==> src/rtl/core/box_blur_3x3_edge_aware_core_defines.svh <==
// ----------------------------------------------------------------------------
// Assertion macros for the 3x3 box blur core.
// Each macro expands to one labeled concurrent assertion, clocked on clock
// and disabled while reset is high.
// ----------------------------------------------------------------------------
`ifndef BOX_BLUR_3X3_EDGE_AWARE_CORE_DEFINES_SVH
`define BOX_BLUR_3X3_EDGE_AWARE_CORE_DEFINES_SVH

// same-cycle implication
`define BB3_ASSERT_IMP(label, ante, cons, msg) \
   label: assert property (@(posedge clock) disable iff (reset) (ante) |-> (cons)) \
      else $error(msg);

// next-cycle implication
`define BB3_ASSERT_NXT(label, ante, cons, msg) \
   label: assert property (@(posedge clock) disable iff (reset) (ante) |=> (cons)) \
      else $error(msg);

`endif

==> src/rtl/core/bb3_pkg.sv <==
// ----------------------------------------------------------------------------
// bb3_pkg
// Types and constants shared by the 3x3 edge-aware box blur core.
// ----------------------------------------------------------------------------
`timescale 1ns / 1ps

package bb3_pkg;

   // default sizes and register reset values
   localparam int DEF_MAX_WIDTH     = 2048;
   localparam int DEF_MAX_HEIGHT    = 4096;
   localparam int DEF_IMAGE_WIDTH   = 640;
   localparam int DEF_IMAGE_HEIGHT  = 480;

   // register port
   localparam int IMAGE_WIDTH_W  = 12;
   localparam int IMAGE_HEIGHT_W = 13;
   localparam int CSR_DATA_W     = 13;
   localparam int CSR_INDEX_W    = 1;

   localparam logic [CSR_INDEX_W-1:0] REG_IMAGE_WIDTH  = 1'b0;
   localparam logic [CSR_INDEX_W-1:0] REG_IMAGE_HEIGHT = 1'b1;

   // pixel and arithmetic widths
   localparam int CHAN_W  = 8;
   localparam int PIX_W   = 3 * CHAN_W;
   localparam int SUM_W   = 12;
   localparam int COUNT_W = 4;
   localparam int TAPS    = 9;

   // input beat
   typedef struct packed {
      logic [CHAN_W-1:0] in_red;
      logic [CHAN_W-1:0] in_green;
      logic [CHAN_W-1:0] in_blue;
      logic              drain;
   } req_type;

   // result beat
   typedef struct packed {
      logic [CHAN_W-1:0] out_red;
      logic [CHAN_W-1:0] out_green;
      logic [CHAN_W-1:0] out_blue;
      logic              last_pixel;
   } rsp_type;

   // per-item control from the position tracker to the window stage
   typedef struct packed {
      logic [PIX_W-1:0]   fresh;
      logic               emit;
      logic [TAPS-1:0]    mask;
      logic [COUNT_W-1:0] count;
      logic               last;
   } ctl_type;

   // masked neighborhood sums from the window stage to the divider
   typedef struct packed {
      logic [SUM_W-1:0]   sum_red;
      logic [SUM_W-1:0]   sum_green;
      logic [SUM_W-1:0]   sum_blue;
      logic [COUNT_W-1:0] count;
      logic               last;
   } sum_type;

endpackage

==> src/rtl/core/bb3_div.sv <==
// ----------------------------------------------------------------------------
// bb3_div
// Rounded mean per channel: (2*sum+count)/(2*count), computed as a multiply
// by a scaled reciprocal of 2*count, which is exact over the sum range.
// Holds the result beat in the output register.
// ----------------------------------------------------------------------------
`timescale 1ns / 1ps

module bb3_div (
   input  logic             clock,
   input  logic             reset,
   input  logic             s2_vld,
   input  bb3_pkg::sum_type s2_sum,
   input  logic             rsp_ready,
   output logic             rsp_valid,
   output bb3_pkg::rsp_type rsp_data,
   output logic             adv
);

   localparam int RECIP_W     = 17;
   localparam int RECIP_SHIFT = 17;
   localparam int X_W         = bb3_pkg::SUM_W + 1;
   localparam int PROD_W      = X_W + RECIP_W;

   logic                rsp_valid_ff;
   bb3_pkg::rsp_type    rsp_data_ff;
   logic [RECIP_W-1:0]  recip_m;
   logic [X_W-1:0]      x [3];
   logic [PROD_W-1:0]   prod [3];
   logic [bb3_pkg::SUM_W-1:0] sums [3];

   // ceil(2^17 / (2*n)) for the neighbor counts that can occur
   function automatic logic [RECIP_W-1:0] recip(input logic [bb3_pkg::COUNT_W-1:0] n);
      logic [RECIP_W-1:0] m;
      case (n)
         4'd2:    m = 17'd32768;
         4'd3:    m = 17'd21846;
         4'd4:    m = 17'd16384;
         4'd6:    m = 17'd10923;
         4'd9:    m = 17'd7282;
         default: m = 17'd65536;
      endcase
      return m;
   endfunction

   assign adv     = !rsp_valid_ff || rsp_ready;
   assign recip_m = recip(s2_sum.count);
   assign sums[2] = s2_sum.sum_red;
   assign sums[1] = s2_sum.sum_green;
   assign sums[0] = s2_sum.sum_blue;

   // scale and multiply each channel
   always_comb begin
      for (int c = 0; c < 3; c++) begin
         x[c]    = {sums[c], 1'b0} + X_W'(s2_sum.count);
         prod[c] = PROD_W'(x[c]) * PROD_W'(recip_m);
      end
   end

   always_ff @(posedge clock) begin
      if (reset) begin
         rsp_valid_ff <= 1'b0;
      end else if (adv) begin
         rsp_valid_ff <= s2_vld;
      end
   end

   // load the result beat
   always_ff @(posedge clock) begin
      if (adv && s2_vld) begin
         rsp_data_ff.out_red    <= prod[2][RECIP_SHIFT +: bb3_pkg::CHAN_W];
         rsp_data_ff.out_green  <= prod[1][RECIP_SHIFT +: bb3_pkg::CHAN_W];
         rsp_data_ff.out_blue   <= prod[0][RECIP_SHIFT +: bb3_pkg::CHAN_W];
         rsp_data_ff.last_pixel <= s2_sum.last;
      end
   end

   assign rsp_valid = rsp_valid_ff;
   assign rsp_data  = rsp_data_ff;

endmodule

==> config.mk <==
export PLATFORM = sky130hd
export DESIGN_NAME = bb3_div
export DESIGN_NICKNAME = d
export VERILOG_FILES = /design/src/rtl/core/box_blur_3x3_edge_aware_core_defines.svh /design/src/rtl/core/bb3_pkg.sv /design/src/rtl/core/bb3_div.sv
export SDC_FILE = /design/constraint.sdc
export NUM_CORES = 1
export LEC_CHECK = 0
export BUFFER_PORTS_ARGS = -buffer_cell sky130_fd_sc_hd__buf_4
export CORE_ASPECT_RATIO = 2
export CORE_MARGIN = 5
export CORE_UTILIZATION = 25
export CTS_BUF_LIST = sky130_fd_sc_hd__clkbuf_4 sky130_fd_sc_hd__clkbuf_8 sky130_fd_sc_hd__clkbuf_16
export CTS_CLUSTER_SIZE = 20
export DETAILED_ROUTE_END_ITERATION = 7
export PLACE_DENSITY = 0.48
export SKIP_LAST_GASP = 1
export SLEW_MARGIN = 20
export SYNTH_ARGS = -nofsm -noshare
export SYNTH_HDL_FRONTEND = slang
export SYNTH_SLANG_ARGS = --single-unit
==> constraint.sdc <==
create_clock -name clock -period 9.08 [get_ports clock]
set_input_delay 0.454 -clock clock [delete_from_list [all_inputs] [get_ports clock]]
set_output_delay 0.454 -clock clock [all_outputs]
set_load 0.01 [all_outputs]
# Word-level counts from Yosys, hierarchy flattened
# Index checks and enable logic that the tools add are counted.
[totals]
register_bits = 26
input_bits = 45
out_inout_bits = 27
word_cells = 20
[op_classes]
addsub = 3
multipliers = 3
eq_ne = 5
mux = 1
reduce_logical = 3
[op_table]
columns = ["op", "n"]
rows = [
  ["17-bit one-hot mux with 5 select lines", 1],
  ["13-bit by 17-bit multiplier with 25-bit output", 3],
  ["13-bit by 4-bit adder with 13-bit output", 3],
  ["4-bit by 2-bit equality test with 1-bit output (second input constant)", 2],
  ["4-bit by 3-bit equality test with 1-bit output (second input constant)", 2],
  ["4-bit equality test (second input constant)", 1],
  ["1-bit logical AND", 1],
  ["1-bit logical NOT", 1],
  ["1-bit logical OR", 1],
]

# Longest topological paths before layout
# Gate-level depths: netlist (run 1).
[logic_depth]
depth_word = 3
ltp_mapped = 26
mapped_depth_nobuf = 25

# Least setup slack after synthesis (run 1)
# Ideal clock, no wire load.
[synth_timing]
path_kind = "in2reg"
from = "input s2_sum[2] (netlist name)"
to = "register rsp_data_ff (netlist bit rsp_data[24]) (data pin)"
setup_ns = 0.259
t_arrival_ns = 6.102
t_required_ns = 8.821
setup_slack_ns = 2.719
cell_stages = 24
n_path_buf = 0
cell_sequence = "ha_1 -> fa_1 -> a21oi_1 -> nor2_1 -> and3_1 -> xor2_1 -> nand2_1 -> nand2_1 -> fa_1 -> fa_1 -> inv_1 -> fa_1 -> inv_1 -> fa_1 -> inv_1 -> fa_1 -> inv_1 -> ha_1 -> nand4_1 -> o211ai_1 -> a2111oi_1 -> o41ai_1 -> a21oi_1 -> xnor2_1"
[synth_lines]
columns = ["item", "line_no", "source"]
rows = [
  ["start, declared", "bb3_div.sv:13", "input bb3_pkg::sum_type s2_sum,"],
  ["end, declared", "bb3_div.sv:26", "bb3_pkg::rsp_type rsp_data_ff;"],
]

==> results_dict.tcl, run 1 <==
set metrics [dict create \
    rsz0062_at_grt "false" \
    drtIter0Drc 458 \
    path_clk_slew_ps 80 \
    synth_enable_flop_cells 25 \
    fin_crit_sh 0.799 \
    synth_top_family_by_area "adder cells" \
    max_freq_mhz 138 \
    setup_tns_ps 0 \
    port_buffers 71 \
    drv_slew 0 \
    die_width_um 192 \
    ys_seq_elements 26 \
    crit_path_end_kind "register" \
    ys_seq_area_frac 0.0466 \
    setup_viol 0 \
    fin_area_mm2 0.0183 \
    reg2reg_setup_slack_ps 7790 \
    cap_violations 0 \
    synthAdderAreaFrac 0.627 \
    synth-xor-area-share 0.0542 \
    h-tree-depth 1 \
    yosys.area.top_type_share 0.505 \
    die_height_um 374 \
    avgSynthCellArea_um2 9.49 \
    synth_area_mm2 0.0165 \
    ir_worst_vdd_v 0.0000875 \
    grt_pass1_vias 13300 \
    drt-total-wl_um 49900 \
    nets 2440 \
    synthMuxAreaShare 0.000605 \
    relSlewSlack 0.345 \
    yosysMostFrequentCell "inv_1" \
    yosysWarnings 0 \
    cts_tree "built" \
    min_path_cells 2 \
    dp_hpwl_um 45900 \
    r2r.worst_path.cells 3 \
    io_pins 72 \
    clock_sinks 26 \
    n_fill_cell 7048 \
    clockBufferDepth 2 \
    synth-simple-area-share 0.0951 \
    fin_crit_ps 7250 \
    drive_gt1_frac 0.0639 \
    grt_max_degree 31 \
    placed_cell_area_mm2 0.0182 \
    async_reset_ff_frac 0 \
    std_cell_rows 133 \
    ys_top_cells_by_area "fa_1 (50%), inv_1 (13%), ha_1 (12%)" \
    drtAntennaViolNets 0 \
    cts_buffers 3 \
    vias_per_cell 4.18 \
    cp_max_fo 8 \
    yosysTopAreaCell "fa_1" \
    p_total_w 0.00190 \
    clock-root-buffer "clkbuf_16" \
    multi_input_area_mm2 0.0136 \
    die_area_mm2 0.0717 \
    regArea_um2 771 \
    grt_pass1_wl_um 77500 \
    syn_inst 1742 \
    wl_per_cell_um 18.5 \
    clk_latency_ps 300 \
    status "completed" \
    place_congestion 0.969 \
    synth.distinct_cells 65 \
    grt.total_usage 0.144 \
    synth_compound_area_frac 0.0396 \
    hp-class "input port to register" \
    grt-ovfl-total 0 \
    startpoint_type "input port" \
    core_area_mm2 0.0657 \
    worst_pin_slew_ps 979 \
    finalClockSkew_ps 9.83 \
    p_leak_nw 9.85 \
    holdBufCountCts 0 \
    vias 11200 \
    cts_resized 0 \
    syn2layout_area_growth_pct 10.6 \
    powerDensity_mw_per_mm2 104 \
    drt_pass1_iterations 6 \
    drc 0 \
    synthFlopType "edfxtp_1" \
    antenna_found_initial 0 \
    hold_viol 0 \
    path_class "input port to register" \
    postCtsSetupBuffers 0 \
    cp_data_required_time_ps 9120 \
    start_util 0.252 \
    arrival_ps 7300 \
    n_antenna_cell 0 \
    synth_top_cells_by_count "inv_1 (570), fa_1 (417), nand2_1 (176)" \
]
[per-layer routing]
layer  track usage  vias up  share of wire
met5             0        -              0
met4        0.0803        0          0.072
met3        0.0110      132          0.023
met2         0.293      256           0.59
met1         0.135     5706           0.31
li1              -     5147              -
[worst max-delay path: stages]
cell and delay (ps):
buf_4 160, ha_1 250, fa_1 470, a21oi_1 370, nor2_1 160, and3_1 240
xor2_1 270, nand2_1 210, fa_1 560, fa_1 550, inv_1 70, fa_1 460
fa_1 490, inv_1 50, fa_1 470, inv_1 40, ha_1 280, a21o_1 160
a21oi_1 160, o21ai_1 140, a2111oi_1 700, o41ai_1 240, a21oi_1 220, xnor2_1 90
[state kept, by name (all words and copies together) (netlist names)]
name       flops
rsp_data      25
rsp_valid      1
[per-stage QoR]
stage               instances  utilization  hold WS (ps)  setup slack, ps
CTS                      2692        0.278           306             1710
detailed placement       2688        0.277           524             1410
finish                   2692        0.278           313             1830
global route             2692        0.278           301             1340
global placement         2688        0.277           494             1530
floorplan                1752            -           523             2720
[placed cells by master (no fill, tap or decap), types with 3 or more instances in the layout]
| cell | Yosys | layout |
|---|---|---|
| ha_1 | 162 | 162 |
| or2_1 | 3 | 3 |
| and3_1 | 4 | 4 |
| buf_4 | 3 | 82 |
| clkbuf_16 | 0 | 3 |
| xor2_1 | 43 | 43 |
| o21a_1 | 6 | 6 |
| o21ai_0 | 18 | 18 |
| xnor2_1 | 52 | 52 |
| or3_1 | 4 | 4 |
| nand4_1 | 5 | 5 |
| nor2b_1 | 3 | 3 |
| edfxtp_1 | 25 | 25 |
| fa_1 | 417 | 417 |
| nand2_1 | 176 | 176 |
| inv_1 | 570 | 570 |
| nand2b_1 | 6 | 6 |
| a21oi_1 | 31 | 31 |
| a21o_1 | 9 | 9 |
| nand2_2 | 3 | 3 |
| conb_1 | 2 | 12 |
| and2_1 | 35 | 35 |
| a31oi_1 | 3 | 3 |
| nor2_1 | 77 | 77 |
| a21oi_2 | 4 | 4 |
| nand3_1 | 9 | 9 |
[final timing paths]
check,to,startpoint
min,rsp_valid,reset
min reg2reg,rsp_valid,rsp_valid
max,rsp_data[24],s2_sum[2]
max reg2reg,rsp_data[11],rsp_valid
[layout make-up]
| type | instances | area share |
|---|---|---|
| Clock buffer | 3 | 0.00410 |
| Clock inverter | 1 | 0.00164 |
| Inverter | 572 | 0.117 |
| Multi-Input combinational cell | 1131 | 0.741 |
| Sequential cell | 26 | 0.0421 |
| Tap cell | 877 | 0.0600 |
| Timing Repair Buffer | 82 | 0.0336 |
[where the power goes]
group          internal (W)  switching, W  leakage, nW
Combinational      0.000624      0.000895         9.54
Sequential         0.000215     0.0000201        0.252
Clock             0.0000885     0.0000603       0.0511
Total              0.000928      0.000976         9.85
[cells by family after synthesis]
| kind of cell | after synthesis |
|---|---|
| buffers and inverters | 595 |
| xor gates and xnor gates | 99 |
| and+or+nand+nor | 345 |
| adders and majority gates | 579 |
| other | 2 |
| DFF | 26 |
| AOI/OAI and AO/OA | 95 |
| muxes | 1 |
Power figures use the tool's default switching activity.
==> run 2: changes to the inputs <==
==> constraint.sdc (replaced) <==
create_clock -name clock -period 7.2 [get_ports clock]
set_input_delay 0.36 -clock clock [delete_from_list [all_inputs] [get_ports clock]]
set_output_delay 0.36 -clock clock [all_outputs]
set_load 0.01 [all_outputs]
==> results_dict.tcl, run 2 (synthesis gave the netlist of run 1 again) <==
set metrics [dict create \
    cp_data_required_time_ps 7240 \
    setup_viol 0 \
    grt_pass1_wl_um 78400 \
    h-tree-depth 1 \
    reg2reg_setup_slack_ps 5920 \
    drc 0 \
    r2r-start "rsp_valid" \
    drt-total-wl_um 51000 \
    relSlewSlack 0.389 \
    clock-root-buffer "clkbuf_16" \
    io_pins 72 \
    grt.total_usage 0.146 \
    finalClockSkew_ps 17.6 \
    nets 2491 \
    hp-class "input port to register" \
    vias 11500 \
    drt_pass1_iterations 5 \
    arrival_ps 6880 \
    crit_path_end_kind "register" \
    dp_hpwl_um 47300 \
    die_height_um 374 \
    power.switching_w 0.00126 \
    fin_util 0.285 \
    drv_slew 0 \
    fin_crit_sh 0.950 \
    die_area_mm2 0.0717 \
    wl_per_cell_um 18.6 \
    place_congestion 0.927 \
    clock_sinks 26 \
    start_util 0.252 \
    cap_violations 0 \
    path_clk_slew_ps 80 \
    comb_power_share 0.801 \
    grt_max_degree 31 \
    power.share.switching 0.506 \
    startpoint_type "input port" \
    n_antenna_cell 0 \
    port_buffers 71 \
    fin_crit_ps 6840 \
    hold_slack_ps 215 \
    grt-ovfl-total 0 \
    hold_viol 0 \
    p_leak_nw 10.1 \
    grt_pass1_vias 13600 \
    ir_worst_vdd_v 0.000113 \
    p_clk_frac 0.077 \
    status "completed" \
    clockBufferDepth 2 \
    drtIter0Drc 439 \
    r2r.worst_path.cells 3 \
    drive_gt1_frac 0.0906 \
    max_freq_mhz 146 \
    layout_common_cells "inv_1 (570), fa_1 (417), nand2_1 (176)" \
    largest_reg_flops 25 \
    slowest_delay_ps 570 \
    antenna_found_initial 0 \
    cts_buffers 3 \
    worst_pin_slew_ps 916 \
    cp_max_fo 3 \
    core_area_mm2 0.0657 \
    reg2reg_to "rsp_data[20]" \
    critical_path.startpoint "s2_sum[2]" \
    drtAntennaViolNets 0 \
    crit_end "rsp_data[24]" \
    p_int_w 0.00123 \
    vias_per_cell 4.20 \
    powerDensity_mw_per_mm2 133 \
    std_cell_rows 133 \
    path_class "input port to register" \
    rsz0062_at_grt "false" \
    die_width_um 192 \
    cts_tree "built" \
    p_total_w 0.00249 \
    hold_start "reset" \
    critPathSlowestCell "fa_1" \
    final_common_cell "inv_1" \
    syn2layout_area_growth_pct 13.1 \
    clk_latency_ps 310 \
    p_seq_frac 0.122 \
]
run 2: cell count changes in the layout (fill, tap and decap cells not counted), sizes merged:
cell  change
buf      +51
run 2: cell type report:
class	count	area, um2
Clock buffer	3	75.1
Multi-Input combinational cell	1131	13600
Clock inverter	1	30.0
Sequential cell	26	771
Inverter	572	2150
Fill cell	7093	47000
Timing Repair Buffer	133	1010
Tap cell	877	1100
run 2: what timing repair did:
item / in CTS / in global routing
setup endpoints to repair: 0 / 1
hold endpoints to repair: 0 / 0
buffers inserted: 0 / 0
hold buffers: 0 / 0
resized for setup: 0 / 2
run 2: metrics by stage:
step | std cells | setup WS, ps | instance area, um2 | TNS, ps
final | 2743 | 357 | 18700 | 0
after floorplan | 1752 | 933 | 16600 | 0
after global placement | 2739 | -58.1 | 18600 | -58.1
after global routing | 2743 | 4.17 | 18700 | 0
after detailed placement | 2739 | -100 | 18600 | -100
after CTS | 2743 | 222 | 18700 | 0
run 2: critical path, delay by kind of cell:
family / cells / cell delay (ps)
AOI/OAI and AO/OA: 5 / 1190
xor gates and xnor gates: 2 / 420
and+or+nand+nor: 3 / 390
buffers and inverters: 10 / 980
adders and majority gates: 8 / 3540
run 2: power by group through the flow:
stage	Sequential, W	Clock [W]	Combinational, W
global placement	0.000313	0	0.00199
global route	0.000311	0.000203	0.00229
floorplan	0.000325	0	0.00129
finish	0.000304	0.000193	0.00199
CTS	0.000308	0.000201	0.00205
detailed placement	0.000310	0	0.00204
run 2: worst min path at each step:
stage | depth (start not counted) | endpoint
CTS | 2 | rsp_valid
floorplan | 1 | rsp_valid
global route | 2 | rsp_valid
global placement | 2 | rsp_valid
detailed placement | 2 | rsp_valid
finish | 2 | rsp_valid
run 2: routing by layer:
layer  vias to the layer above  GRT usage  wire [um]
met5                         -          0          0
met4                         0     0.0753       3350
met3                       113     0.0108       1210
met2                       271      0.302      30300
met1                      5901      0.137      16200
li1                       5240          -          -
==> run 3: changes to the inputs <==
==> constraint.sdc (replaced) <==
create_clock -name clock -period 6.41 [get_ports clock]
set_input_delay 0.3205 -clock clock [delete_from_list [all_inputs] [get_ports clock]]
set_output_delay 0.3205 -clock clock [all_outputs]
set_load 0.01 [all_outputs]
==> results_dict.tcl, run 3 (synthesis gave the netlist of run 1 again) <==
set metrics [dict create \
    drtAntennaViolNets 0 \
    grt_pass1_wl_um 82800 \
    drt-total-wl_um 53900 \
    p_int_w 0.00157 \
    crit_path_end_kind "register" \
    fin_crit_ps 6240 \
    std_cell_rows 133 \
    final_common_cell "inv_1" \
    arrival_ps 6290 \
    core_area_mm2 0.0657 \
    startpoint_type "input port" \
    drc 0 \
    nets 2735 \
    cp_common_cell "fa_1" \
    cp_data_required_time_ps 6460 \
    io_pins 72 \
    vias 12300 \
    antenna_found_initial 0 \
    r2r.worst_path.cells 3 \
    r2r-start "rsp_valid" \
    comb_power_share 0.818 \
    die_height_um 374 \
    p_total_w 0.00306 \
    h-tree-depth 1 \
    path_clk_slew_ps 80 \
    die_area_mm2 0.0717 \
    grt.total_usage 0.154 \
    clock-root-buffer "clkbuf_16" \
    fin_util 0.318 \
    cap_violations 0 \
    status "completed" \
    cts_tree "built" \
    power.share.switching 0.486 \
    holdBufCountCts 0 \
    hold_viol 0 \
    power.switching_w 0.00149 \
    hold_start "reset" \
    hold_slack_ps 171 \
    n_fill_cell 6966 \
    cts_buffers 3 \
    min_path_cells 2 \
    clock_sinks 26 \
    powerDensity_mw_per_mm2 146 \
    setup_viol 0 \
    grt-ovfl-total 0 \
    p_leak_nw 11.4 \
    dp_hpwl_um 50300 \
    cp_max_fo 4 \
    hp-class "input port to register" \
    layout_common_cells "inv_1 (569), fa_1 (410), buf_4 (370)" \
    reg2reg_setup_slack_ps 5080 \
    slowest_delay_ps 540 \
    reg2reg_to "rsp_data[9]" \
    wl_per_cell_um 18.0 \
    grt_pass1_vias 14600 \
    critPathSlowestCell "fa_1" \
    rsz0062_at_grt "true" \
    vias_per_cell 4.12 \
    clockBufferDepth 2 \
    place_congestion 0.934 \
    drtIter0Drc 387 \
    p_clk_frac 0.069 \
    drv_slew 0 \
    finalClockSkew_ps 5.74 \
    drt_pass1_iterations 5 \
    max_freq_mhz 160 \
    fin_crit_sh 0.973 \
    clk_latency_ps 300 \
    port_buffers 71 \
    ir_worst_vdd_v 0.000136 \
    p_seq_frac 0.113 \
    path_class "input port to register" \
    grt_max_degree 26 \
    drive_gt1_frac 0.221 \
    syn2layout_area_growth_pct 26.5 \
    die_width_um 192 \
    start_util 0.252 \
    holdPathEnd "rsp_valid" \
    largest_reg_flops 25 \
]
-- run 3: critical path: cells and delay by family --
kind | cells | cell delay (ps)
AND/OR/NAND/NOR | 6 | 1010
adder cells (fa/ha/maj) | 7 | 3120
XOR/XNOR | 2 | 340
buffers and inverters | 9 | 1000
AO/OA/AOI/OAI | 3 | 480
-- run 3: layer usage --
metal  global-route usage  share of wire  vias to the layer above  routed length (um)
met5                    0              0                        -                   0
met3              0.00953          0.019                      127                1010
met2                0.315           0.59                      244               32000
li1                     -              -                     5725                   -
met1                0.144           0.31                     6222               16800
met4               0.0897          0.076                        0                4070
-- run 3: metrics by stage --
| stage | std cells | cell area, um2 | setup slack [ps] | TNS [ps] |
|---|---|---|---|---|
| 5_1_grt | 2987 | 20900 | -56.1 | -82.5 |
| 6_report | 2988 | 20900 | 173 | 0 |
| 4_1_cts | 2984 | 20600 | 0.0711 | 0 |
| 3_3_place_gp | 2979 | 20400 | -612 | -5230 |
| 3_5_place_dp | 2979 | 20400 | -551 | -5560 |
| 2_1_floorplan | 1752 | 16600 | 182 | 0 |
-- run 3: layout make-up --
cell class              instances  area (um2)  area share
diodes                          1        2.50    0.000120
clock buffers                   3        75.1     0.00359
clock inverters                 1        30.0     0.00144
inverters                     572        2150       0.103
multi-input cells            1131       13900       0.665
flip-flops and latches         26         771      0.0368
well taps                     877        1100      0.0525
repair buffers                377        2890       0.138
-- run 3: worst max-delay path by stage --
stage	from	to	slack, ps	cells past startpoint
floorplan	s2_sum[2]	rsp_data[24]	180	24
global placement	s2_sum[2]	rsp_data[24]	-610	28
detailed placement	s2_sum[2]	rsp_data[24]	-550	26
CTS	s2_sum[2]	rsp_data[24]	0.07	26
global route	s2_sum[4]	rsp_data[23]	-60	27
finish	s2_sum[4]	rsp_data[24]	170	27
-- run 3: power by group through the flow --
stage                     Combinational [W]  Sequential, W  Clock (W)
final                               0.00250       0.000346   0.000211
after detailed placement            0.00247       0.000355          0
after floorplan                     0.00145       0.000365          0
after global routing                0.00286       0.000353   0.000226
after CTS                           0.00250       0.000352   0.000224
after global placement              0.00242       0.000357          0
-- run 3: what timing repair did --
item / in CTS / in global routing
setup endpoints to repair: 8 / 18
pin swaps: 1 / 17
resized for setup: 11 / 62
setup buffers: 1 / 3
