<file path="src/rtl/core/box_blur_3x3_edge_aware_core_defines.svh">
// ----------------------------------------------------------------------------
// Assertion macros for the 3x3 box blur core.
// Each macro expands to one labeled concurrent assertion, clocked on clock
// and disabled while reset is high.
// ----------------------------------------------------------------------------
`ifndef BOX_BLUR_3X3_EDGE_AWARE_CORE_DEFINES_SVH
`define BOX_BLUR_3X3_EDGE_AWARE_CORE_DEFINES_SVH

// same-cycle implication
`define BB3_ASSERT_IMP(label, ante, cons, msg) \
   label: assert property (@(posedge clock) disable iff (reset) (ante) |-> (cons)) \
      else $error(msg);

// next-cycle implication
`define BB3_ASSERT_NXT(label, ante, cons, msg) \
   label: assert property (@(posedge clock) disable iff (reset) (ante) |=> (cons)) \
      else $error(msg);

`endif

</file>
<file path="src/rtl/core/bb3_pkg.sv">
// ----------------------------------------------------------------------------
// bb3_pkg
// Types and constants shared by the 3x3 edge-aware box blur core.
// ----------------------------------------------------------------------------
`timescale 1ns / 1ps

package bb3_pkg;

   // default sizes and register reset values
   localparam int DEF_MAX_WIDTH     = 2048;
   localparam int DEF_MAX_HEIGHT    = 4096;
   localparam int DEF_IMAGE_WIDTH   = 640;
   localparam int DEF_IMAGE_HEIGHT  = 480;

   // register port
   localparam int IMAGE_WIDTH_W  = 12;
   localparam int IMAGE_HEIGHT_W = 13;
   localparam int CSR_DATA_W     = 13;
   localparam int CSR_INDEX_W    = 1;

   localparam logic [CSR_INDEX_W-1:0] REG_IMAGE_WIDTH  = 1'b0;
   localparam logic [CSR_INDEX_W-1:0] REG_IMAGE_HEIGHT = 1'b1;

   // pixel and arithmetic widths
   localparam int CHAN_W  = 8;
   localparam int PIX_W   = 3 * CHAN_W;
   localparam int SUM_W   = 12;
   localparam int COUNT_W = 4;
   localparam int TAPS    = 9;

   // input beat
   typedef struct packed {
      logic [CHAN_W-1:0] in_red;
      logic [CHAN_W-1:0] in_green;
      logic [CHAN_W-1:0] in_blue;
      logic              drain;
   } req_type;

   // result beat
   typedef struct packed {
      logic [CHAN_W-1:0] out_red;
      logic [CHAN_W-1:0] out_green;
      logic [CHAN_W-1:0] out_blue;
      logic              last_pixel;
   } rsp_type;

   // per-item control from the position tracker to the window stage
   typedef struct packed {
      logic [PIX_W-1:0]   fresh;
      logic               emit;
      logic [TAPS-1:0]    mask;
      logic [COUNT_W-1:0] count;
      logic               last;
   } ctl_type;

   // masked neighborhood sums from the window stage to the divider
   typedef struct packed {
      logic [SUM_W-1:0]   sum_red;
      logic [SUM_W-1:0]   sum_green;
      logic [SUM_W-1:0]   sum_blue;
      logic [COUNT_W-1:0] count;
      logic               last;
   } sum_type;

endpackage

</file>
<file path="src/rtl/core/bb3_pos.sv">
// ----------------------------------------------------------------------------
// bb3_pos
// Frame geometry registers and input/output position tracking. Decides per
// beat whether the item enters the pipeline, which line-store column it
// touches, and which neighbors of the pending result lie inside the image.
// ----------------------------------------------------------------------------
`timescale 1ns / 1ps

module bb3_pos #(
   parameter int MAX_WIDTH  = bb3_pkg::DEF_MAX_WIDTH,
   parameter int MAX_HEIGHT = bb3_pkg::DEF_MAX_HEIGHT
) (
   input  logic                             clock,
   input  logic                             reset,
   input  logic                             csr_we,
   input  logic [bb3_pkg::CSR_INDEX_W-1:0]  csr_index,
   input  logic [bb3_pkg::CSR_DATA_W-1:0]   csr_wdata,
   input  logic                             accept,
   input  bb3_pkg::req_type                 req_data,
   output logic                             take,
   output logic [$clog2(MAX_WIDTH)-1:0]     rd_col,
   output bb3_pkg::ctl_type                 ctl
);

   localparam int CW   = $clog2(MAX_WIDTH);
   localparam int CW1  = CW + 1;
   localparam int WW   = $clog2(MAX_WIDTH + 1);
   localparam int WH   = $clog2(MAX_HEIGHT + 1);
   localparam int RW   = $clog2(MAX_HEIGHT + 2);
   localparam int ORW  = $clog2(MAX_HEIGHT);
   localparam int ORW1 = ORW + 1;
   localparam int WIDTH_RESET  = (bb3_pkg::DEF_IMAGE_WIDTH > MAX_WIDTH) ?
                                 MAX_WIDTH : bb3_pkg::DEF_IMAGE_WIDTH;
   localparam int HEIGHT_RESET = (bb3_pkg::DEF_IMAGE_HEIGHT > MAX_HEIGHT) ?
                                 MAX_HEIGHT : bb3_pkg::DEF_IMAGE_HEIGHT;

   logic [WW-1:0]  width_ff, width_in;
   logic [WH-1:0]  height_ff, height_in;
   logic [CW-1:0]  in_col_ff, in_col_in;
   logic [RW-1:0]  in_row_ff, in_row_in;
   logic [CW-1:0]  out_col_ff, out_col_in;
   logic [ORW-1:0] out_row_ff, out_row_in;

   logic [31:0]    wval, hval, wsat, hsat;
   logic           cfg_hit;

   logic           frame_open;
   logic           ignore;
   logic           emit;
   logic           last;
   logic [CW1-1:0] col_inc;
   logic           row_wrap;
   logic [CW1-1:0] ocol_inc;
   logic [ORW1-1:0] orow_inc;
   logic [2:0]     rv;
   logic [2:0]     cv;
   logic [1:0]     nrows, ncols;
   logic [bb3_pkg::TAPS-1:0] mask;

   // saturate register writes into the legal frame size
   always_comb begin
      wval = 32'(csr_wdata[bb3_pkg::IMAGE_WIDTH_W-1:0]);
      hval = 32'(csr_wdata[bb3_pkg::IMAGE_HEIGHT_W-1:0]);
      wsat = (wval == 32'd0) ? 32'd1 : ((wval > 32'(MAX_WIDTH)) ? 32'(MAX_WIDTH) : wval);
      hsat = (hval == 32'd0) ? 32'd1 : ((hval > 32'(MAX_HEIGHT)) ? 32'(MAX_HEIGHT) : hval);
      width_in  = width_ff;
      height_in = height_ff;
      cfg_hit   = 1'b0;
      if (csr_we) begin
         unique case (csr_index)
            bb3_pkg::REG_IMAGE_WIDTH: begin
               width_in = wsat[WW-1:0];
               cfg_hit  = 1'b1;
            end
            bb3_pkg::REG_IMAGE_HEIGHT: begin
               height_in = hsat[WH-1:0];
               cfg_hit   = 1'b1;
            end
            default: begin
               cfg_hit = 1'b0;
            end
         endcase
      end
   end

   // classify the incoming beat
   assign frame_open = in_row_ff < RW'(height_ff);
   assign ignore     = frame_open && req_data.drain;
   assign take       = accept && !ignore;
   assign col_inc    = CW1'(in_col_ff) + CW1'(1);
   assign row_wrap   = col_inc >= CW1'(width_ff);
   assign emit       = (in_row_ff >= RW'(2)) ||
                       ((in_row_ff == RW'(1)) && (in_col_ff != '0));

   // neighbors of the pending result that lie inside the image
   assign ocol_inc = CW1'(out_col_ff) + CW1'(1);
   assign orow_inc = ORW1'(out_row_ff) + ORW1'(1);
   assign rv       = {orow_inc < ORW1'(height_ff), 1'b1, out_row_ff != '0};
   assign cv       = {ocol_inc < CW1'(width_ff), 1'b1, out_col_ff != '0};
   assign last     = (orow_inc == ORW1'(height_ff)) && (ocol_inc == CW1'(width_ff));
   assign nrows    = 2'd1 + 2'(rv[0]) + 2'(rv[2]);
   assign ncols    = 2'd1 + 2'(cv[0]) + 2'(cv[2]);

   always_comb begin
      for (int i = 0; i < 3; i++) begin
         for (int j = 0; j < 3; j++) begin
            mask[i*3+j] = rv[i] & cv[j];
         end
      end
   end

   // control bundle for the window stage
   always_comb begin
      ctl.fresh = frame_open ?
                  {req_data.in_red, req_data.in_green, req_data.in_blue} : '0;
      ctl.emit  = emit;
      ctl.mask  = mask;
      ctl.count = bb3_pkg::COUNT_W'(nrows) * bb3_pkg::COUNT_W'(ncols);
      ctl.last  = last;
   end

   assign rd_col = in_col_ff;

   // advance positions; a register write or the last result restarts the frame
   always_comb begin
      in_col_in  = in_col_ff;
      in_row_in  = in_row_ff;
      out_col_in = out_col_ff;
      out_row_in = out_row_ff;
      if (cfg_hit) begin
         in_col_in  = '0;
         in_row_in  = '0;
         out_col_in = '0;
         out_row_in = '0;
      end else if (take) begin
         if (row_wrap) begin
            in_col_in = '0;
            in_row_in = in_row_ff + RW'(1);
         end else begin
            in_col_in = col_inc[CW-1:0];
         end
         if (emit) begin
            if (last) begin
               in_col_in  = '0;
               in_row_in  = '0;
               out_col_in = '0;
               out_row_in = '0;
            end else if (ocol_inc >= CW1'(width_ff)) begin
               out_col_in = '0;
               out_row_in = orow_inc[ORW-1:0];
            end else begin
               out_col_in = ocol_inc[CW-1:0];
            end
         end
      end
   end

   always_ff @(posedge clock) begin
      if (reset) begin
         width_ff   <= WW'(WIDTH_RESET);
         height_ff  <= WH'(HEIGHT_RESET);
         in_col_ff  <= '0;
         in_row_ff  <= '0;
         out_col_ff <= '0;
         out_row_ff <= '0;
      end else begin
         width_ff   <= width_in;
         height_ff  <= height_in;
         in_col_ff  <= in_col_in;
         in_row_ff  <= in_row_in;
         out_col_ff <= out_col_in;
         out_row_ff <= out_row_in;
      end
   end

endmodule

</file>
<file path="config.mk">
export PLATFORM = sky130hd
export DESIGN_NAME = bb3_pos
export DESIGN_NICKNAME = d
export VERILOG_FILES = /design/src/rtl/core/box_blur_3x3_edge_aware_core_defines.svh /design/src/rtl/core/bb3_pkg.sv /design/src/rtl/core/bb3_pos.sv
export SDC_FILE = /design/constraint.sdc
export NUM_CORES = 1
export LEC_CHECK = 0
export BUFFER_PORTS_ARGS = -buffer_cell sky130_fd_sc_hd__buf_2
export CORE_MARGIN = 2
export CORE_UTILIZATION = 61
export DETAILED_ROUTE_END_ITERATION = 10
export HOLD_SLACK_MARGIN = 0.1
export PLACE_DENSITY = 0.94
export REMOVE_ABC_BUFFERS = 1
export SLEW_MARGIN = 20
export SYNTH_ARGS = -nofsm -noshare
export SYNTH_HDL_FRONTEND = slang
export SYNTH_SLANG_ARGS = --single-unit
</file>
<file path="constraint.sdc">
create_clock -name clock -period 8.09 [get_ports clock]
set_clock_uncertainty 0.2 [all_clocks]
set_input_delay 0.4045 -clock clock [delete_from_list [all_inputs] [get_ports clock]]
set_output_delay 0.4045 -clock clock [all_outputs]
set_load 0.01 [all_outputs]
</file>
Word-level counts from Yosys, hierarchy flattened
Index checks and enable logic that the tools add are counted.
- register bits after elaboration: 72
- word-level logic and storage cells: 64
- add/sub/neg operators: 8
- multiply operators: 1
- order comparisons: 8
- eq/ne operators: 3
- mux-type cells: 16
- bitwise logic cells: 5
- reductions and logical operators: 17
- operators by type and width (kind ; number):
    $mux W13 ; 5
    $mux W11 ; 5
    $mux W12 ; 4
    $lt A13 B13 Y1 ; 2
    $add A11 B1 Y12 const B ; 2
    $ge A12 B12 Y1 ; 2
    $mux W24 ; 1
    $reduce_bool A11 Y1 ; 2
    $add A12 B1 Y13 const B ; 1
    $add A13 B1 Y13 const B ; 1
    $eq A13 B1 Y1 const B ; 1
    $eq A13 B13 Y1 ; 1
    $ge A13 B2 Y1 const B ; 1
    $gt A13 B13 Y1 const B ; 1
    $logic_not A13 Y1 ; 1
    $eq A12 B12 Y1 ; 1
    $gt A12 B12 Y1 const B ; 1
    $logic_not A12 Y1 ; 1
    $lt A12 B12 Y1 ; 1
    $reduce_bool A12 Y1 ; 1
    $reduce_and A2 Y1 ; 3
    $add A1 B1 Y2 const A ; 2
    $add A2 B1 Y2 ; 2
    $and A1 B1 Y1 ; 4
    9 further kinds ; 12

Longest topological paths before layout
Gate-level depths: netlist of the first run.
- depth after elaboration: 5
- depth in mapped cells: 17
- gate-level depth less buffers: 17

Worst setup path before layout of the first run
Ideal clock, no wire load.
- path kind: register -> output
- start: register out_col_ff[0]
- end: output ctl[3] in the netlist's numbering
- arrival: 3.479 ns
- required time: 7.486 ns
- slack: 4.007 ns
- cell stages (with the launch flop): 17
- path buffers: 1
- cell sequence: dfxtp_1 > ha_1 > and3_1 > and3_1 > and3_1 > nand3_1 > xnor2_1 > ha_1 > nand4_1 > a211o_1 > o211a_1 > inv_1 > clkbuf_1 > ha_1 > nor2_1 > ha_1 > ha_1
- RTL lines (what ; RTL line ; source):
    start: declaration ; bb3_pos.sv:41 ; logic [CW-1:0] out_col_ff, out_col_in;
    start signal: assignment ; bb3_pos.sv:171 ; out_col_ff <= out_col_in;
    end: declaration ; bb3_pos.sv:22 ; output bb3_pkg::ctl_type ctl

==> flow_summary.toml, run 1 <==
[run_status]
run_status = "complete, no violations"

[power_and_ir_drop]
p_int_uw = 573
p_sw_frac = 0.253
p_total_uw = 767
sequentialPowerShare = 0.473
p_switching_uw = 194
clkPwrFrac = 0.423
power_frac_comb = 0.105
vdd_drop_max_v = 0.0000838
p_leak_nw = 2.58
power_density_nw_per_um2 = 133

[clock_tree]
cts_resized = 0
cts_hold_buf = 0
clkSlewWorstSetupHoldPaths_ns = 0.08
cts.sinks = 72
clockBufferDepth = 2
clk-insertion-delay-late_ns = 0.37
cts_made_buffers = 9
cts_setup_buffers = 0
root_buffer = "clkbuf_8"
cts_max_level = 3
cts_tree = "yes"

[min_path]
hp-class = "in -> reg"
min_to = "height_ff[12]"
hold_depth = 3
min_from = "csr_index"

[worst_setup_path]
crit_path_end_kind = "output pin"
cp.arrival_ns = 4.20
reg2reg_from = "out_col_ff[0]"
r2r_setup_slack_ns = 3.72
path_class = "reg -> out"
path_buf_inv = 1
crit_path_frequent_cell = "ha_1"
cp_top_family = "adder cells"
cp.required_ns = 7.49
worst_path_max_delay_cell = "dfxtp_1"
path_max_fanout = 6
critPathLaunchType = "flip-flop"
r2r_cells = 15
timing.rr.end = "in_row_ff[2]"
critPathMaxStageDelay_ns = 0.45
path_cells = "ha_1, nand3_1, or2_2, xnor2_1, ha_1, a21oi_1, nor2b_1, o21ai_0, nand2_1, a221oi_1, nand2_1, ha_1, nor2_1, ha_1, ha_1, buf_2"

[place]
placed_cells = 810
port_buffers = 92
hpwl_um = 10300
placed_area_um2 = 5550
gp_congestion = 0.932

[final_layout]
final_common_cell = "buf_2"
final_cell_mix = "93 x buf_2, 72 x dfxtp_1, 62 x ha_1, 54 x nor2_1, 53 x inv_1"
regArea_um2 = 1440
syn_to_final_growth_pct = 13.4
antenna_cells = 0
final_nets = 822
finalNonFillerCells = 827
drive_gt1_frac = 0.157
fin_area_um2 = 5770
multi_input_area_um2 = 3310
nFillCells = 606

[floorplanning]
core_area_um2 = 8130
boundaryPins = 94
dieArea_um2 = 9080
dieWidth_um = 95.3
dieHeight_um = 95.3
start_util = 0.625
placement_rows = 33

[synth]
async_reset_ff_frac = 0
synthFlopType = "dfxtp_1"
ys_seq_elements = 72
synth.avg_cell_area_um2 = 7.91
syn_inst = 643
synth_edf_count = 0
ys_types = 54
synth_warnings = 0
syn_area_um2 = 5090
ys_seq_area_frac = 0.283

[sta]
hold_viol = 0
worst_pin_slew_ns = 1.11
setup_viol = 0
finalCritPeriodShare = 0.594
tns_ns = 0
finalMaxSlewViolations = 0
rsz0062_at_grt = "false"
finalCriticalPeriod_ns = 4.80
slew_headroom = 0.257
fmax_mhz = 208

[detailed_routing]
drtIter0Drc = 384
drc = 0
vias_per_cell = 6.24
postRouteAntennaNets = 0
wirelength_um = 13900
via_count = 5160
wl_per_cell_um = 16.7
first_pass_iters = 7

[global_routing]
grt-ovfl-total = 0
grt_pass1_wl_um = 22300
first_global_vias = 4922
antenna_found_initial = 0
grt.total_usage = 0.316
grt_max_degree = 36

[flow_run]
cap_violations = 0
-- tightest hold or removal path: stages --
cell,delay [ns]
buf_2,0.11
nand3_1,0.07
a21oi_1,0.06
-- metrics by stage --
stage                     worst slack [ns]  hold slack, ns  utilization
final                                 3.29           0.128        0.709
after global routing                  3.01           0.138        0.709
after CTS                             3.35           0.124        0.709
after detailed placement              3.63           0.247        0.682
after global placement                3.65           0.242        0.682
after floorplan                       3.63           0.230            -
-- registers in the layout, indices dropped and copies added (netlist names) --
| signal | flops |
|---|---|
| out_col_ff | 11 |
| in_row_ff | 13 |
| height_ff | 13 |
| width_ff | 12 |
| out_row_ff | 12 |
| rd_col | 11 |
-- metal layers --
| metal | part of all wire | track usage | routed length, µm |
|---|---|---|---|
| met1 | 0.39 | 0.375 | 5410 |
| met2 | 0.48 | 0.551 | 6640 |
| met3 | 0.095 | 0.0561 | 1320 |
| met4 | 0.034 | 0.151 | 475 |
| met5 | 0 | 0 | 0 |
-- power groups by stage --
stage / Sequential [mW] / Clock, mW / Combinational (mW)
2_1_floorplan: 0.370 / 0 / 0.0433
3_3_place_gp: 0.370 / 0 / 0.0739
3_5_place_dp: 0.371 / 0 / 0.0773
4_1_cts: 0.363 / 0.324 / 0.0783
5_1_grt: 0.363 / 0.336 / 0.0879
6_report: 0.363 / 0.325 / 0.0802
-- how the worst max path moves through the flow --
stage / startpoint / endpoint / slack [ns] / cells past startpoint
floorplan: out_col_ff[0] / in_row_ff[0] / 3.63 / 14
global placement: out_col_ff[0] / in_row_ff[0] / 3.65 / 15
detailed placement: out_col_ff[0] / out_row_ff[3] / 3.63 / 15
CTS: out_col_ff[0] / ctl[3] / 3.35 / 16
global route: out_col_ff[0] / ctl[3] / 3.01 / 16
finish: out_row_ff[0] / ctl[3] / 3.29 / 16
-- area by class of cell --
| cell class | instances | area share |
|---|---|---|
| Timing Repair Buffer | 94 | 0.0820 |
| Clock buffer | 13 | 0.0258 |
| Inverter | 54 | 0.0351 |
| Multi-Input combinational cell | 486 | 0.573 |
| Clock inverter | 3 | 0.0113 |
| Tap cell | 105 | 0.0228 |
| Sequential cell | 72 | 0.250 |
-- cell usage after synthesis, drive strengths merged, types with 3 or more instances --
library cell / n / share of area
a211o: 3 / 0.0052
a21o: 9 / 0.013
a21oi: 46 / 0.045
a221o: 4 / 0.0079
a22oi: 15 / 0.022
a32o: 3 / 0.0059
and2: 26 / 0.032
and3: 17 / 0.021
buf: 11 / 0.012
clkbuf: 20 / 0.015
dfxtp: 72 / 0.28
ha: 62 / 0.15
inv: 54 / 0.040
nand2: 48 / 0.036
nand2b: 3 / 0.0037
nand3: 29 / 0.030
nand3b: 10 / 0.015
nand4: 13 / 0.016
nor2: 54 / 0.040
nor2b: 3 / 0.0037
nor3: 17 / 0.017
nor3b: 5 / 0.0074
nor4: 12 / 0.015
o211ai: 10 / 0.015
o21a: 5 / 0.0074
o21ai: 15 / 0.015
o31ai: 3 / 0.0044
o41ai: 7 / 0.012
or3: 8 / 0.0098
xnor2: 16 / 0.028
xor2: 18 / 0.031
-- kinds of logic (layout without fill, tap and decap cells) --
kind of cell             after synthesis  count (layout)  synth area share
buffers and inverters                 85             164            0.0667
other                                  1               1          0.000737
XOR/XNOR                              34              34            0.0585
adder cells (fa/ha/maj)               63              63             0.154
multiplexers                           2               2           0.00394
AO/OA/AOI/OAI                        134             134             0.176
flip-flops                            72              72             0.283
AND/OR/NAND/NOR                      252             252             0.257
Note: power is estimated with default switching activity, not from simulation.
==> inputs of run 2 (changes only) <==
--- a/config.mk
+++ b/config.mk
@@ -5,12 +5,13 @@
 export SDC_FILE = /design/constraint.sdc
 export NUM_CORES = 1
 export LEC_CHECK = 0
+export ABC_AREA = 1
 export BUFFER_PORTS_ARGS = -buffer_cell sky130_fd_sc_hd__buf_2
 export CORE_MARGIN = 2
-export CORE_UTILIZATION = 61
+export CORE_UTILIZATION = 52
 export DETAILED_ROUTE_END_ITERATION = 10
 export HOLD_SLACK_MARGIN = 0.1
-export PLACE_DENSITY = 0.94
+export PLACE_DENSITY = 0.85
 export REMOVE_ABC_BUFFERS = 1
 export SLEW_MARGIN = 20
 export SYNTH_ARGS = -nofsm -noshare
==> constraint.sdc (replaced) <==
create_clock -name clock -period 4.4 [get_ports clock]
set_clock_uncertainty 0.2 [all_clocks]
set_input_delay 0.22 -clock clock [delete_from_list [all_inputs] [get_ports clock]]
set_output_delay 0.22 -clock clock [all_outputs]
set_load 0.01 [all_outputs]
==> flow_summary.toml, run 2 <==
[run_status]
run_status = "complete, no violations"

[final_layout]
final_common_cell = "nand2_1"
multi_input_area_um2 = 3570
syn_to_final_growth_pct = 16.9
final_cell_mix = "234 x nand2_1, 153 x inv_1, 151 x nor2_1, 92 x buf_2, 72 x dfxtp_1"
fin_area_um2 = 6710
antenna_cells = 0
drive_gt1_frac = 0.130
final_nets = 1127
reg.largest.list = "height_ff: 13 flops, in_row_ff: 13 flops"
finalNonFillerCells = 1167
regArea_um2 = 1440
nFillCells = 945
fin_util = 0.622

[synth]
synth_warnings = 0
yosys-top-cells-area = "dfxtp_1 25%, nand2_1 15%, ha_1 14%"
synth.avg_cell_area_um2 = 6.23
async_reset_ff_frac = 0
ys_seq_elements = 72
syn_inst = 921
syn_area_um2 = 5740
yosys.area.top_type_share = 0.251
yosysTopAreaCell = "dfxtp_1"
ys_seq_area_frac = 0.251
ys_types = 40
synth_most_common_cell = "nand2_1"
synth_common_cells = "234 x nand2_1, 153 x inv_1, 152 x nor2_1, 72 x dfxtp_1, 66 x nand3_1"
synthFlopType = "dfxtp_1"
synth_edf_count = 0

[clock_tree]
cts_tree = "yes"
clkSlewWorstSetupHoldPaths_ns = 0.09
cts_max_level = 3
cts.sinks = 72
root_buffer = "clkbuf_8"
cts_setup_buffers = 0
clockBufferDepth = 2
cts_made_buffers = 9
clk-insertion-delay-late_ns = 0.37

[power_and_ir_drop]
power_frac_comb = 0.113
power_density_nw_per_um2 = 231
clkPwrFrac = 0.458
vdd_drop_max_v = 0.000187
p_sw_frac = 0.249
p_total_mw = 1.55
sequentialPowerShare = 0.429
p_int_mw = 1.16
p_leak_nw = 3.52
p_switching_uw = 386

[floorplanning]
dieWidth_um = 109
placement_rows = 38
boundaryPins = 94
dieArea_um2 = 11900
start_util = 0.532
core_area_um2 = 10800
dieHeight_um = 109

[place]
port_buffers = 92
gp_congestion = 0.904
hpwl_um = 11100
dp_slack_ns = 0.687
placed_area_um2 = 6270
placed_cells = 1134

[min_path]
hold_depth = 4
hp-class = "in -> reg"
min_from = "csr_we"
min_to = "out_col_ff[8]"

[worst_setup_path]
path_class = "reg -> out"
r2r_setup_slack_ns = 1.05
cp.required_ns = 3.98
r2r_cells = 20
critPathLaunchType = "flip-flop"
timing.rr.end = "rd_col[5]"
crit_path_end_kind = "output pin"
path_max_fanout = 6
reg2reg_from = "rd_col[0]"
cp.arrival_ns = 3.67

[detailed_routing]
via_count = 6011
drtIter0Drc = 344
postRouteAntennaNets = 0
drc = 0
wl_per_cell_um = 12.7
first_pass_iters = 7
vias_per_cell = 5.15
wirelength_um = 14800

[global_routing]
grt.total_usage = 0.257
first_global_vias = 5246
grt_pass1_wl_um = 24100
grt_max_degree = 25
antenna_found_initial = 0
grt-ovfl-total = 0

[sta]
finalMaxSlewViolations = 0
finalCriticalPeriod_ns = 4.09
setup_viol = 0
fmax_mhz = 245
fin_hold_ws_ns = 0.144
finalCritPeriodShare = 0.928
hold_viol = 0
slew_headroom = 0.215
fin_ws_ns = 0.315
rsz0062_at_grt = "false"
worst_pin_slew_ns = 1.17
tns_ns = 0

[flow_run]
cap_violations = 0
[run 2: cells by family after synthesis]
logic type | after synthesis | share of synthesized area
AND/OR/NAND/NOR | 497 | 0.366
buffers and inverters | 182 | 0.128
AO/OA/AOI/OAI | 82 | 0.0811
flip-flops | 72 | 0.251
adder cells (fa/ha/maj) | 62 | 0.135
XOR/XNOR | 25 | 0.0382
other | 1 | 0.000653
[run 2: worst max path at each step]
stage | cells after the start | startpoint | to | slack [ns]
floorplan | 17 | out_row_ff[0] | ctl[3] | 1.15
global placement | 18 | out_row_ff[0] | ctl[3] | 0.84
detailed placement | 18 | out_row_ff[0] | ctl[3] | 0.69
CTS | 18 | out_row_ff[0] | ctl[3] | 0.27
global route | 17 | out_col_ff[2] | ctl[3] | 0.06
finish | 18 | out_row_ff[0] | ctl[3] | 0.31
[run 2: repair_timing]
action | in CTS | in global routing
hold endpoints to repair | 26 | 0
resized for setup | 0 | 1
endpoints found under the setup margin | 0 | 1
hold buffers | 17 | 0
[run 2: worst max-delay path, stage by stage (launching register included)]
cell      delay, ns
dfxtp_1        0.43
ha_1           0.22
nand3_1        0.13
nor2_1         0.13
nand2_1        0.09
nor2_2         0.16
nand3_1        0.12
nand2_1        0.10
inv_1          0.04
ha_1           0.28
a21oi_1        0.15
nor2_1         0.06
a211oi_1       0.16
nand3_1        0.22
ha_1           0.36
nor2_1         0.05
ha_1           0.19
ha_1           0.27
buf_2          0.14
[run 2: routing by layer]
metal / routed length (µm) / up-vias / track usage
li1: - / 3081 / -
met1: 6730 / 2678 / 0.342
met2: 6710 / 218 / 0.405
met3: 975 / 34 / 0.0478
met4: 426 / 0 / 0.111
met5: 0 / - / 0
[run 2: layout make-up]
class	instances	share of cell area
Multi-Input combinational cell	667	0.532
Sequential cell	72	0.215
Timing Repair Buffer	114	0.0996
Inverter	158	0.0884
Tap cell	140	0.0261
Clock inverter	7	0.0213
Clock buffer	9	0.0185
[run 2: power by group through the flow]
stage	combinational, mW	clock [mW]	sequential [mW]
after floorplan	0.0936	0	0.680
after global placement	0.157	0	0.681
after detailed placement	0.160	0	0.681
after CTS	0.173	0.718	0.666
after global routing	0.196	0.740	0.667
final	0.175	0.709	0.666
